### src/rtl/ordered_composition_counter_macros.svh
// Assertion macros shared by the ordered composition counter RTL.
// Depends on nothing; expects i_clk and i_rst_n in the including module.
`ifndef ORDERED_COMPOSITION_COUNTER_MACROS_SVH
`define ORDERED_COMPOSITION_COUNTER_MACROS_SVH

// Same-cycle implication, sampled at the rising clock edge outside reset.
`define OCC_ASSERT_NOW(label, ante, cons, msg) \
    label: assert property (@(posedge i_clk) disable iff (!i_rst_n) \
        (ante) |-> (cons)) else $error(msg);

// Next-cycle implication, sampled at the rising clock edge outside reset.
`define OCC_ASSERT_NEXT(label, ante, cons, msg) \
    label: assert property (@(posedge i_clk) disable iff (!i_rst_n) \
        (ante) |=> (cons)) else $error(msg);

`endif

### src/rtl/occ_pkg.sv
// Package for the ordered composition counter: sizes, widths and the
// command/status structs between controller and datapath. No dependencies.
`timescale 1ns / 1ps
`default_nettype none

package occ_pkg;

    localparam int MAX_PARTS  = 16;
    localparam int MAX_TARGET = 1023;

    localparam int VAL_W = 10;  // part value field
    localparam int TGT_W = 10;  // target sum field
    localparam int WAY_W = 32;  // count table entry and result

    localparam int IDX_W = $clog2(MAX_TARGET + 1);
    localparam int CNT_W = $clog2(MAX_PARTS + 1);
    localparam int K_W   = (MAX_PARTS > 1) ? $clog2(MAX_PARTS) : 1;
    localparam int EW    = (IDX_W > VAL_W) ? IDX_W : VAL_W;

    typedef struct packed {
        logic load;    // input transaction accepted
        logic init;    // seed entry zero, restart the outer index
        logic issue;   // examine one stored part, launch a table read
        logic write;   // store the accumulated entry, advance the index
        logic finish;  // capture the result, clear the part set
    } t_dp_cmd;

    typedef struct packed {
        logic target_zero;
        logic target_big;
        logic count_zero;
        logic k_last;
        logic i_last;
    } t_dp_sts;

endpackage

`default_nettype wire

### src/rtl/occ_ctrl.sv
// Sequencer for the ordered composition counter.
// Depends on occ_pkg and ordered_composition_counter_macros.svh.
`timescale 1ns / 1ps
`default_nettype none

`include "ordered_composition_counter_macros.svh"

module occ_ctrl
    import occ_pkg::*;
(
    input  wire logic    i_clk,
    input  wire logic    i_rst_n,
    input  wire logic    i_start,
    input  wire logic    i_last_part,
    input  wire t_dp_sts i_sts,
    output t_dp_cmd      o_cmd,
    output logic         o_busy,
    output logic         o_valid
);

    typedef enum logic [2:0] {
        S_IDLE,
        S_DECIDE,
        S_INIT,
        S_ISSUE,
        S_WAIT,
        S_WRITE
    } t_state;

    t_state r_state, n_state;
    logic   r_valid, n_valid;
    logic   accept;

    assign accept = i_start && (r_state == S_IDLE);

    always_comb begin
        n_state = r_state;
        n_valid = 1'b0;
        o_cmd   = '0;
        o_cmd.load = accept;
        unique case (r_state)
            S_IDLE: begin
                if (accept && i_last_part) begin
                    n_state = S_DECIDE;
                end
            end
            S_DECIDE: begin
                if (i_sts.target_zero || i_sts.target_big || i_sts.count_zero) begin
                    o_cmd.finish = 1'b1;
                    n_valid      = 1'b1;
                    n_state      = S_IDLE;
                end else begin
                    n_state = S_INIT;
                end
            end
            S_INIT: begin
                o_cmd.init = 1'b1;
                n_state    = S_ISSUE;
            end
            S_ISSUE: begin
                o_cmd.issue = 1'b1;
                if (i_sts.k_last) begin
                    n_state = S_WAIT;
                end
            end
            S_WAIT: begin
                // last read of this entry lands in the accumulator
                n_state = S_WRITE;
            end
            S_WRITE: begin
                o_cmd.write = 1'b1;
                if (i_sts.i_last) begin
                    o_cmd.finish = 1'b1;
                    n_valid      = 1'b1;
                    n_state      = S_IDLE;
                end else begin
                    n_state = S_ISSUE;
                end
            end
            default: begin
                n_state = S_IDLE;
            end
        endcase
    end

    always_ff @(posedge i_clk) begin
        if (!i_rst_n) begin
            r_state <= S_IDLE;
            r_valid <= 1'b0;
        end else begin
            r_state <= n_state;
            r_valid <= n_valid;
        end
    end

    assign o_busy  = (r_state != S_IDLE);
    assign o_valid = r_valid;

    `OCC_ASSERT_NOW(a_valid_idle, r_valid, r_state == S_IDLE, "result shown while busy")
    `OCC_ASSERT_NEXT(a_valid_pulse, r_valid, !r_valid, "result strobe longer than a cycle")
    `OCC_ASSERT_NEXT(a_last_busy, accept && i_last_part, o_busy, "final part did not start count")

endmodule

`default_nettype wire

### config.mk
export PLATFORM = sky130hd
export DESIGN_NAME = occ_ctrl
export DESIGN_NICKNAME = d
export VERILOG_FILES = /design/src/rtl/occ_pkg.sv /design/src/rtl/occ_ctrl.sv
export VERILOG_INCLUDE_DIRS = /design/src /design/src/rtl
export SDC_FILE = /design/constraint.sdc
export NUM_CORES = 1
export LEC_CHECK = 0
export BUFFER_PORTS_ARGS = -buffer_cell sky130_fd_sc_hd__buf_2
export CAP_MARGIN = 20
export CORE_AREA = 2 2 39 41
export CTS_BUF_LIST = sky130_fd_sc_hd__clkbuf_8
export DETAILED_ROUTE_END_ITERATION = 12
export DIE_AREA = 0 0 41 43
export GPL_ROUTABILITY_DRIVEN = 0
export PLACE_DENSITY = 0.42
export SYNTH_ARGS = -nofsm -noshare
export SYNTH_HDL_FRONTEND = slang
export SYNTH_SLANG_ARGS = --single-unit
### constraint.sdc
create_clock -name i_clk -period 1.1 [get_ports i_clk]
set_input_delay 0.055 -clock i_clk [delete_from_list [all_inputs] [get_ports i_clk]]
set_output_delay 0.055 -clock i_clk [all_outputs]
set_load 0.005 [all_outputs]
### Word level (Yosys, flattened, before mapping)

Cells that the tools add are included.

| cells by class | value |
|---|---|
| equal/unequal tests | 7 |
| muxes and demuxes | 11 |
| reductions and logical operators | 7 |

Operators by type and width:

| cell | count |
|---|---|
| $pmux 3 s6 | 1 |
| $eq 3x2->1 const B | 2 |
| $eq 3x3->1 const B | 2 |
| $mux 3 | 2 |
| $mux 1 | 5 |
| $mux 2 | 2 |
| $eq 3x1->1 const B | 1 |
| $logic_not 3->1 | 1 |
| $reduce_bool 3->1 | 1 |
| $logic_and 1x1->1 | 2 |
| $logic_or 1x1->1 | 2 |
| $ne 2x1->1 const B | 1 |
| $ne 2x2->1 const B | 1 |
| $pmux 1 s2 | 1 |
| $reduce_and 2->1 | 1 |

| word-level totals | value |
|---|---|
| flip-flop bits (word level) | 4 |
| output and inout port bits | 7 |

### Logic depth before layout (Yosys ltp)

Gate-level depths: netlist (run 1).

| depth | value |
|---|---|
| word-level depth | 5 |
| depth in mapped cells | 3 |
| gate-level depth less buffers | 3 |

### Worst setup path after synthesis (run 1)

OpenSTA, ideal clock, no wires.

| path | value |
|---|---|
| kind | register -> register |
| from | reg r_state[2] |
| to | reg r_valid, in the netlist o_valid |
| slack | 124 ps |
| library setup time | 115 ps |
| buffers on the path | 0 |
| clock period less this slack | 976 ps |
| required time | 985 ps |
| stages on the path, launching flop included | 4 |
| arrival | 861 ps |
| cells stage by stage | dfxtp_1 -> nor4_4 -> nor3b_2 -> and2_1 |

| between the ends | value |
|---|---|
| cells in the longest elaborated chain, start to end | 2 |
| elaborated cells between the ends (all ways) | 3 |
| those cells by class | eq/ne (2); mux (1) |

Ends and longest elaborated chain:

| element | line | text |
|---|---|---|
| from (decl) | occ_ctrl.sv:30 | `t_state r_state, n_state;` |
| from (signal assigned) | occ_ctrl.sv:91 | `r_state <= n_state;` |
| $eq 3x3->1 / $eq 3x1->1 (equally long branches) | occ_ctrl.sv:41 | `unique case (r_state)` |
| $pmux 1 s2 * | occ_ctrl.sv:41 |  |
| via n_valid | occ_ctrl.sv:31 | `logic r_valid, n_valid;` |
| to (signal assigned) | occ_ctrl.sv:92 | `r_valid <= n_valid;` |
| to (decl) | occ_ctrl.sv:31 |  |

Mark *: on every way through the listed nets, which the timed path passes. The rest lies on a longest branch.
A chain may end at the register's enable or synchronous reset.

==> flow_summary.toml, run 1 <==
[status]
result_of_the_run = "finished, final reports clean"

[critical_path]
critPathLaunchType = "register"
rr_startpoint = "r_state[2]$_SDFFE_PN0P_"
path_cells = "and2b_1, and2_1, buf_2"
critPathArrivalTime_ns = 1.04
timing.rr.end = "r_state[2]$_SDFFE_PN0P_"
worst_path_cell_with_the_longest_stage_delay = "sky130_fd_sc_hd__dfxtp_4"
worstRegToRegCells = 4
largest_fanout_on_the_critical_path = 7
worst-endpoint-required_ns = 1.04
critical_path_class = "register to primary output"
cpPeakStageDelay_ns = 0.37
reg2reg_slack_ns = 0.05
critical_path_s_top_delay_family = "flip-flops"
end_kind = "primary output"
critical_path_buf_inv_count = 1

[global_routing]
first_global_vias = 259
grt_start_max_net_pins = 8
grt_first_pass_wirelength_um = 1040
leftover_overflow_at_the_end_of_global_routing = 0
grt_antenna_before_repair = 0
grt_util_all_layers = 0.0974

[logic_synthesis]
syn-instance-count = 30
synth_fp_nets = 39
synth-seq-area-share = 0.309
postSynthAreaPerCell_um2 = 8.63
syn-cell-area_um2 = 259
synth.ff_latch_count = 4
yosysWarningCount = 0
post_synth_num_cell_types = 18

[floorplanning]
design.die.area_mm2 = 0.00176
num_io_pins = 16
initial_core_util = 0.187
core_region_area_mm2 = 0.00138
row_count = 14
die-height_um = 43
die_x_um = 41

[route]
detail_route.first_pass.iterations = 4
routed_wirelength_um = 624
post_drt_wl_per_cell_um = 9.60
drcViolationCount = 0
vias_per_cell = 4.31
drt_iter0_markers = 1
routed-via-count = 280
drt.antenna.violating_nets = 0

[clocking]
clock_tree.buffer_depth = 2
cts_hold_repair.buffers = 0
htree_levels = 1
number_of_clock_sinks = 4
cts-buffers-inserted = 3
clkTransAtPathRegs_ns = 0.03
clock_tree_from_tritoncts = "done"
clock_insertion_delay_worst_skew_ns = 0.22
clock-root-buffer = "sky130_fd_sc_hd__clkbuf_8"

[timing]
timing_max_transition_violations_final = 0
fin_tns_setup_ns = 0
relSlewSlack = 0.842
fmax_mhz = 916
final_min_period_over_clock_period = 0.993
report.final.setup_viol = 0
post-route-min-period_ns = 1.09
final.hold.worst_slack_ns = 0.0953
worst_pin_slew_ns = 0.235
finalClockSkew_ns = 0.00138
postLayoutSetupSlackWorst_ns = 0.00790
grt_setup_unrepaired = "true"
finalHoldViolations = 0

[power_and_ir_drop]
fin_total_pwr_mw = 0.520
power.static_leakage_nw = 0.210
ir_drop_mv = 0.348
p_per_area_mw_per_mm2 = 1240

[cells_and_area]
layout_commonest_cell = "sky130_fd_sc_hd__buf_2"
finalNonFillerCells = 65
layout_common_cells = "15 x sky130_fd_sc_hd__buf_2, 3 x sky130_fd_sc_hd__and2_1, 3 x sky130_fd_sc_hd__nand2_1, 3 x sky130_fd_sc_hd__clkbuf_8, 3 x sky130_fd_sc_hd__buf_4"
final.fill_count = 161
fraction_of_final_layout_cells_sized_beyond_drive_strength_1 = 0.551
multi_input_comb_area_um2 = 164
register_area_um2 = 88.8
fin_nets = 60
syn_to_final_growth_pct = 61.8
antennaDiodeCount = 0

[place]
placed_cells_incl_taps = 60
worst_slack_at_placement_ns = 0.0481
dp_hpwl_um = 464
place.port_buffers = 15

[hold_path]
worst_hold_path.endpoint = "o_valid$_SDFF_PN0_"
hold_path.startpoint = "i_rst_n"
hold_path_class = "input pin to register"
min_path_cells = 2

[flow_run]
maxcap_violations = 0
==> report_power, final <==
part / internal [mW] / total (mW) / leakage (nW) / switching (mW)
Combinational: 0.0339 / 0.0589 / 0.154 / 0.0250
Sequential: 0.146 / 0.150 / 0.0345 / 0.00381
Clock: 0.233 / 0.311 / 0.0216 / 0.0774
==> cell usage after synthesis <==
library cell	n	area (um^2)
sky130_fd_sc_hd__inv_1	2	7.51
sky130_fd_sc_hd__and2b_1	2	15.0
sky130_fd_sc_hd__o21ai_0	1	5.00
sky130_fd_sc_hd__nor2b_1	2	12.5
sky130_fd_sc_hd__dfxtp_1	4	80.1
sky130_fd_sc_hd__buf_4	2	15.0
sky130_fd_sc_hd__a21boi_1	1	7.51
sky130_fd_sc_hd__o221ai_1	1	8.76
sky130_fd_sc_hd__and2_1	3	18.8
sky130_fd_sc_hd__nand2_1	3	11.3
sky130_fd_sc_hd__a32oi_1	1	8.76
sky130_fd_sc_hd__o211a_1	1	10.0
sky130_fd_sc_hd__a21oi_1	2	10.0
sky130_fd_sc_hd__nor3_1	1	5.00
sky130_fd_sc_hd__nor3b_2	1	12.5
sky130_fd_sc_hd__nor4_4	1	21.3
sky130_fd_sc_hd__nor2_1	1	3.75
sky130_fd_sc_hd__and3_1	1	6.26
==> layer usage <==
metal / track usage / wire length (um) / vias up
met4: 0.120 / 22 / 0
met5: 0 / 0 / -
met3: 0.0471 / 57 / 3
met2: 0.103 / 251 / 14
li1: - / - / 143
met1: 0.119 / 293 / 120
==> worst reg2reg max path, stage by stage, from the launching register on <==
cell and delay (ns):
sky130_fd_sc_hd__dfxtp_4 0.37, sky130_fd_sc_hd__and2b_1 0.19, sky130_fd_sc_hd__buf_4 0.13, sky130_fd_sc_hd__a32oi_1 0.18
sky130_fd_sc_hd__nor2b_1 0.06
==> cell families after synthesis <==
| logic type | after synthesis | synth area share |
|---|---|---|
| flops | 4 | 0.309 |
| buf+inv | 4 | 0.0870 |
| simple gates | 15 | 0.411 |
| compound gates | 7 | 0.193 |
==> sequential cells by signal (all words and copies together) (netlist names) <==
register / cells
r_state: 3
o_valid: 1
==> area by class of cell <==
type	instances	area share
multi-input combinational	22	0.391
timing repair buffer	18	0.233
sequential	4	0.212
clock buffer	3	0.0985
tap	16	0.0478
inverter	2	0.0179
==> worst max-delay path by stage <==
stage                                        from                       to  slack [ns]  cells after the start
after floorplan           r_state[2]$_SDFFE_PN0P_       o_valid$_SDFF_PN0_        0.12                      3
after global placement    r_state[2]$_SDFFE_PN0P_       o_valid$_SDFF_PN0_        0.07                      3
after detailed placement  r_state[2]$_SDFFE_PN0P_  r_state[2]$_SDFFE_PN0P_        0.05                      3
after CTS                 r_state[1]$_SDFFE_PN0P_                 o_cmd[0]      -0.002                      3
after global routing      r_state[1]$_SDFFE_PN0P_                 o_cmd[4]       -0.05                      4
final                     r_state[2]$_SDFFE_PN0P_                 o_cmd[2]       0.008                      3
==> metrics by stage <==
step | area [um^2] | util
global placement | 347 | 0.250
detailed placement | 347 | 0.250
global route | 419 | 0.303
CTS | 419 | 0.303
floorplan | 259 | -
finish | 419 | 0.303
==> repair_timing <==
item | 4_1_cts | 5_1_grt
endpoints found under the setup margin | 4 | 6
setup buffers | 2 | 0
gates resized for setup | 7 | 0
pin swaps | 2 | 2
Power figures use the tool's default switching activity.
==> run 2, diff against run 1 <==
--- a/config.mk
+++ b/config.mk
@@ -13,7 +13,7 @@
 export DETAILED_ROUTE_END_ITERATION = 12
 export DIE_AREA = 0 0 41 43
 export GPL_ROUTABILITY_DRIVEN = 0
-export PLACE_DENSITY = 0.42
+export PLACE_DENSITY = 0.43
 export SYNTH_ARGS = -nofsm -noshare
 export SYNTH_HDL_FRONTEND = slang
 export SYNTH_SLANG_ARGS = --single-unit
==> constraint.sdc (replaced) <==
create_clock -name i_clk -period 0.9 [get_ports i_clk]
set_input_delay 0.045 -clock i_clk [delete_from_list [all_inputs] [get_ports i_clk]]
set_output_delay 0.045 -clock i_clk [all_outputs]
set_load 0.005 [all_outputs]
==> run 2 against run 1 <==
Effect of this change: the flow now finishes with violations (setup timing); first-iteration DRC count rose to 3.0 times the previous value; sequential share of layout area shrank 1.8 points; sequential power rose by 22%; clock power is 27% higher; design area is 9.6% higher; setup slack worse by 0.25 ns; register-to-register slack worse by 0.18 ns; routed wire length grew 9.0%; utilization grew 2.9 points; critical path type unchanged.
==> flow_summary.toml, run 2 (synthesized netlist as in run 1, its figures left out) <==
[global_routing]
groute.layer.met2.usage = 0.116
use_met1 = 0.115
grt_antenna_before_repair = 0
grt_util_all_layers = 0.0973
grt_first_pass_wirelength_um = 1060
groute.layer.met3.usage = 0.0314
leftover_overflow_at_the_end_of_global_routing = 0
grt_start_max_net_pins = 7
global_route.peak_usage_layer = "met4"
first_global_vias = 274

[cells_and_area]
final.fill_count = 150
largest_reg_flops = 3
syn_to_final_growth_pct = 77.3
register_area_um2 = 88.8
largest_register_by_flop_count = "r_state"
multi_input_comb_area_um2 = 181
fraction_of_final_layout_cells_sized_beyond_drive_strength_1 = 0.647
layout_common_cells = "15 x sky130_fd_sc_hd__buf_2, 3 x sky130_fd_sc_hd__and2_1, 3 x sky130_fd_sc_hd__clkbuf_8, 3 x sky130_fd_sc_hd__buf_6"
layout_commonest_cell = "sky130_fd_sc_hd__buf_2"
antennaDiodeCount = 0
fin_nets = 61

[route]
drt_iter0_markers = 3
drcViolationCount = 0
routed_wirelength_um = 680
vias_per_cell = 4.37
post_drt_wl_per_cell_um = 10.1
routed-via-count = 293
detail_route.first_pass.iterations = 4
drt.antenna.violating_nets = 0

[floorplanning]
core_region_area_mm2 = 0.00138
die_x_um = 41
row_count = 14
initial_core_util = 0.187
design.die.area_mm2 = 0.00176
num_io_pins = 16
die-height_um = 43

[critical_path]
critPathArrivalTime_ns = 1.09
critical_path_class = "register to primary output"
largest_fanout_on_the_critical_path = 4
worst-endpoint-required_ns = 0.85
critPathLaunchType = "register"
end_kind = "primary output"

[clocking]
htree_levels = 1
clock_tree_from_tritoncts = "done"
clock_insertion_delay_worst_skew_ns = 0.22
clkTransAtPathRegs_ns = 0.03
cts-buffers-inserted = 3
clock_tree.buffer_depth = 2
clock-root-buffer = "sky130_fd_sc_hd__clkbuf_8"
number_of_clock_sinks = 4
cts_hold_repair.buffers = 0

[flow_run]
maxcap_violations = 0

[power_and_ir_drop]
ir_drop_mv = 0.520
p_per_area_mw_per_mm2 = 1430
power.static_leakage_nw = 0.230

[place]
worst_slack_at_placement_ns = -0.0615
place.port_buffers = 15
dp_hpwl_um = 475

[status]
violations = "setup timing"
result_of_the_run = "complete, but fails checks"

[timing]
relSlewSlack = 0.848
fmax_mhz = 879
finalHoldViolations = 0
timing_max_transition_violations_final = 0
report.final.setup_viol = 10
post-route-min-period_ns = 1.14
finalClockSkew_ns = 0.00412
grt_setup_unrepaired = "true"
final_min_period_over_clock_period = 1.26
final.hold.worst_slack_ns = 0.0750
worst_pin_slew_ns = 0.227
postLayoutSetupSlackWorst_ns = -0.238

[hold_path]
hold_path_class = "input pin to register"
run 2: cell types whose count changed in the layout (fill, tap and decap cells not counted):
cell,change
sky130_fd_sc_hd__nor2b_2,+1
sky130_fd_sc_hd__nor3_2,+1
sky130_fd_sc_hd__nand2_2,+1
sky130_fd_sc_hd__inv_2,+1
sky130_fd_sc_hd__nor3_1,-1
sky130_fd_sc_hd__nand2_1,-1
sky130_fd_sc_hd__a32oi_1,-1
sky130_fd_sc_hd__buf_4,-2
sky130_fd_sc_hd__a32oi_2,+1
sky130_fd_sc_hd__nor2b_1,-1
sky130_fd_sc_hd__buf_6,+3
run 2: per-stage QoR:
step,util,TNS [ns],power (mW),cell area [um^2],cells
6_report,0.332,-1.37,0.655,459,67
5_1_grt,0.332,-1.85,0.686,459,67
4_1_cts,0.311,-1.20,0.657,430,66
3_5_place_dp,0.259,-0.100,0.254,359,61
3_3_place_gp,0.259,-0.115,0.256,359,61
2_1_floorplan,-,-0.00752,0.221,264,30
run 2: path summary, 6_finish.rpt:
check / from / to / slack [ns] / depth (start not counted)
worst min-delay path: i_rst_n / o_valid$_SDFF_PN0_ / 0.07 / 2
worst max-delay path: r_state[1]$_SDFFE_PN0P_ / o_cmd[4] / -0.24 / 4
worst max register to register: r_state[2]$_SDFFE_PN0P_ / r_state[2]$_SDFFE_PN0P_ / -0.13 / 4
worst min register to register: r_state[2]$_SDFFE_PN0P_ / r_state[0]$_SDFFE_PN0P_ / 0.63 / 2
run 2: layout make-up:
type,count,share of cell area
Clock buffer,3,0.0899
Clock inverter,1,0.00817
Inverter,2,0.0163
Multi-Input combinational cell,22,0.395
Sequential cell,4,0.193
Tap cell,16,0.0436
Timing Repair Buffer,19,0.253
run 2: worst max-delay path: stages, from the launching register on:
cell and delay, ns:
sky130_fd_sc_hd__dfxtp_4 0.34, sky130_fd_sc_hd__buf_4 0.15, sky130_fd_sc_hd__nor2_4 0.12, sky130_fd_sc_hd__and3_1 0.16, sky130_fd_sc_hd__buf_2 0.10
run 2: routing by layer:
layer	up-vias	wire length, um
li1	146	-
met1	130	268
met2	14	347
met3	3	41
met4	0	23
met5	-	0
run 2: repair_timing:
action	CTS	global route
buffers inserted	1	1
pin swaps	3	4
resized for setup	6	6
endpoints found under the setup margin	9	10
run 2: power by group:
group	leakage, nW	total (mW)	switching, mW	internal (mW)
clock	0.0269	0.396	0.105	0.292
sequential	0.0345	0.183	0.00543	0.178
combinational	0.168	0.0757	0.0327	0.0430
==> run 3, diff against run 2 <==
--- a/config.mk
+++ b/config.mk
@@ -6,6 +6,7 @@
 export SDC_FILE = /design/constraint.sdc
 export NUM_CORES = 1
 export LEC_CHECK = 0
+export ABC_AREA = 1
 export BUFFER_PORTS_ARGS = -buffer_cell sky130_fd_sc_hd__buf_2
 export CAP_MARGIN = 20
 export CORE_AREA = 2 2 39 41
@@ -13,7 +14,7 @@
 export DETAILED_ROUTE_END_ITERATION = 12
 export DIE_AREA = 0 0 41 43
 export GPL_ROUTABILITY_DRIVEN = 0
-export PLACE_DENSITY = 0.43
+export PLACE_DENSITY = 0.44
 export SYNTH_ARGS = -nofsm -noshare
 export SYNTH_HDL_FRONTEND = slang
 export SYNTH_SLANG_ARGS = --single-unit
==> run 3 against run 2 <==
Effect of this change: the flow still finishes with violations (setup timing); clock-buffer cell count is the same; area after synthesis grew 3.9%; flip-flop and latch count is the same; maximum frequency grew 2.1%; hold slack lost 0.049 ns; final cell count grew 22%; non-clock buffer count grew 1; setup slack gained 0.024 ns; design area grew 6.3%; clock power shrank 5.3%; combinational power grew 72%; die area is the same.
==> flow_summary.toml, run 3 <==
[cells_and_area]
largest_register_by_flop_count = "r_state"
layout_commonest_cell = "sky130_fd_sc_hd__buf_2"
layout_common_cells = "15 x sky130_fd_sc_hd__buf_2, 9 x sky130_fd_sc_hd__inv_1, 8 x sky130_fd_sc_hd__nand2_1"
fin_nets = 77
final.fill_count = 160
finalNonFillerCells = 82
syn_to_final_growth_pct = 81.4
largest_reg_flops = 3
antennaDiodeCount = 0
fraction_of_final_layout_cells_sized_beyond_drive_strength_1 = 0.606
register_area_um2 = 91.3
multi_input_comb_area_um2 = 173

[clocking]
clock-root-buffer = "sky130_fd_sc_hd__clkbuf_8"
clock_tree_from_tritoncts = "done"
number_of_clock_sinks = 4
clock_tree.buffer_depth = 2
cts_hold_repair.buffers = 0
clock_insertion_delay_worst_skew_ns = 0.22
clkTransAtPathRegs_ns = 0.03
cts-buffers-inserted = 3
htree_levels = 1

[critical_path]
largest_fanout_on_the_critical_path = 4
worstRegToRegCells = 7
timing.rr.end = "r_state[1]$_SDFFE_PN0P_"
critical_path_buf_inv_count = 1
end_kind = "primary output"
cpPeakStageDelay_ns = 0.35
rr_startpoint = "r_state[0]$_SDFFE_PN0P_"
critPathLaunchType = "register"
critical_path_s_top_delay_family = "simple AND/OR/NAND/NOR gates"
worst_path_cell_with_the_longest_stage_delay = "sky130_fd_sc_hd__dfxtp_4"
critical_path_class = "register to primary output"
worst-endpoint-required_ns = 0.85
critPathArrivalTime_ns = 1.07
reg2reg_slack_ns = -0.09
path_cells = "nor2_2, nand2_1, nor2_1, buf_2"

[global_routing]
global_route.peak_usage_layer = "met4"
use_met1 = 0.106
grt_first_pass_wirelength_um = 1090
groute.layer.met3.usage = 0.0628
grt_antenna_before_repair = 0
leftover_overflow_at_the_end_of_global_routing = 0
grt_util_all_layers = 0.108
groute.layer.met2.usage = 0.122
first_global_vias = 290
grt_start_max_net_pins = 7

[place]
worst_slack_at_placement_ns = -0.110
place.port_buffers = 15
dp_hpwl_um = 490
placed_cells_incl_taps = 78

[flow_run]
maxcap_violations = 0

[logic_synthesis]
synth_async_sr_flop_share = 0
synthTopCellsByCount = "12 x sky130_fd_sc_hd__inv_1, 12 x sky130_fd_sc_hd__nand2_1, 4 x sky130_fd_sc_hd__dfxtp_1"
yosysTopAreaCell = "sky130_fd_sc_hd__dfxtp_1"
synth.ff_latch_count = 4
synth-seq-area-share = 0.298
postSynthAreaPerCell_um2 = 5.98
synth-edff-count = 0
post_synth_num_cell_types = 12
netlist.area_leader.share = 0.298
syn-instance-count = 45
syn-cell-area_um2 = 269
yosysWarningCount = 0
synth_fp_nets = 54
ranking_of_synthesized_cells_by_area = "sky130_fd_sc_hd__dfxtp_1 30%, sky130_fd_sc_hd__inv_1 17%, sky130_fd_sc_hd__nand2_1 17%"
dominantRegCellSynth = "sky130_fd_sc_hd__dfxtp_1"

[timing]
relSlewSlack = 0.854
grt_setup_unrepaired = "true"
finalClockSkew_ns = 0.00226
fin_tns_setup_ns = -1.17
final_min_period_over_clock_period = 1.24
timing_max_transition_violations_final = 0
fmax_mhz = 898
post-route-min-period_ns = 1.11
worst_pin_slew_ns = 0.217
finalHoldViolations = 0
postLayoutSetupSlackWorst_ns = -0.214
report.final.setup_viol = 9

[route]
drt_iter0_markers = 1
drt.antenna.violating_nets = 0
post_drt_wl_per_cell_um = 8.12
drcViolationCount = 0
detail_route.first_pass.iterations = 2
routed_wirelength_um = 666
vias_per_cell = 4.06
routed-via-count = 333

[hold_path]
min_path_cells = 3
hold_path_class = "input pin to register"
hold_path.startpoint = "i_rst_n"
worst_hold_path.endpoint = "r_state[1]$_SDFFE_PN0P_"

[floorplanning]
initial_core_util = 0.194
die-height_um = 43
die_x_um = 41
num_io_pins = 16
row_count = 14
core_region_area_mm2 = 0.00138
design.die.area_mm2 = 0.00176

[power_and_ir_drop]
fin_total_pwr_mw = 0.697
p_per_area_mw_per_mm2 = 1430
power.static_leakage_nw = 0.279
ir_drop_mv = 0.513

[status]
violations = "setup timing"
result_of_the_run = "complete, but fails checks"
==> run 3: cell types whose count changed after synthesis, moves of 2 or more <==
cell / previous run / this run
sky130_fd_sc_hd__nand4_1: 0 / 2
sky130_fd_sc_hd__nor2b_1: 2 / 0
sky130_fd_sc_hd__nand3_1: 0 / 3
sky130_fd_sc_hd__nand2_1: 3 / 12
sky130_fd_sc_hd__and2_1: 3 / 0
sky130_fd_sc_hd__inv_1: 2 / 12
sky130_fd_sc_hd__and2b_1: 2 / 0
==> run 3: worst register-to-register path, delay by kind of cell (launching register included) <==
| family | cells | cell delay, ns |
|---|---|---|
| buffers and inverters | 3 | 0.22 |
| flip-flops | 1 | 0.37 |
| AND/OR/NAND/NOR | 4 | 0.34 |
==> run 3: area by class of cell <==
cell class	count	share of cell area
flip-flops and latches	4	0.187
inverters	12	0.103
repair buffers	20	0.231
clock buffers	3	0.0846
multi-input cells	27	0.354
well taps	16	0.0410
==> run 3: worst max path at each step <==
stage	depth (start not counted)	start	slack [ns]	endpoint
after floorplan	7	r_state[0]$_SDFFE_PN0P_	-0.04	r_state[0]$_SDFFE_PN0P_
after global placement	6	r_state[0]$_SDFFE_PN0P_	-0.12	r_state[2]$_SDFFE_PN0P_
after detailed placement	6	r_state[0]$_SDFFE_PN0P_	-0.11	r_state[0]$_SDFFE_PN0P_
after CTS	4	r_state[2]$_SDFFE_PN0P_	-0.20	o_cmd[0]
after global routing	5	r_state[0]$_SDFFE_PN0P_	-0.29	o_cmd[0]
final	4	r_state[0]$_SDFFE_PN0P_	-0.21	o_cmd[4]
==> run 3: per-layer routing <==
| metal | wire [um] | vias up |
|---|---|---|
| li1 | - | 178 |
| met1 | 264 | 142 |
| met2 | 311 | 9 |
| met3 | 47 | 4 |
| met4 | 42 | 0 |
| met5 | 0 | - |
==> run 3: timing repair <==
item | 4_1_cts | 5_1_grt
endpoints found under the setup margin | 10 | 10
resized for setup | 7 | 13
setup buffers | 0 | 1
pin swaps | 1 | 4
==> run 3: report_power, final <==
part / switching, mW / leakage (nW) / total (mW) / internal [mW]
sequential: 0.0107 / 0.0348 / 0.192 / 0.182
clock: 0.0901 / 0.0216 / 0.375 / 0.285
combinational: 0.0614 / 0.223 / 0.130 / 0.0681
total: 0.162 / 0.279 / 0.697 / 0.535
==> run 3: per-stage QoR <==
stage | cell area, um^2 | hold slack, ns | util
after floorplan | 272 | 0.143 | -
after global placement | 382 | 0.242 | 0.276
after detailed placement | 382 | 0.251 | 0.276
after CTS | 439 | 0.0277 | 0.317
after global routing | 488 | 0.0463 | 0.353
final | 488 | 0.0262 | 0.353
==> run 3: cells by family after synthesis <==
kind of cell / Yosys count / share of synthesized area
compound gates: 4 / 0.0837
buf+inv: 14 / 0.223
flops: 4 / 0.298
simple gates: 23 / 0.395
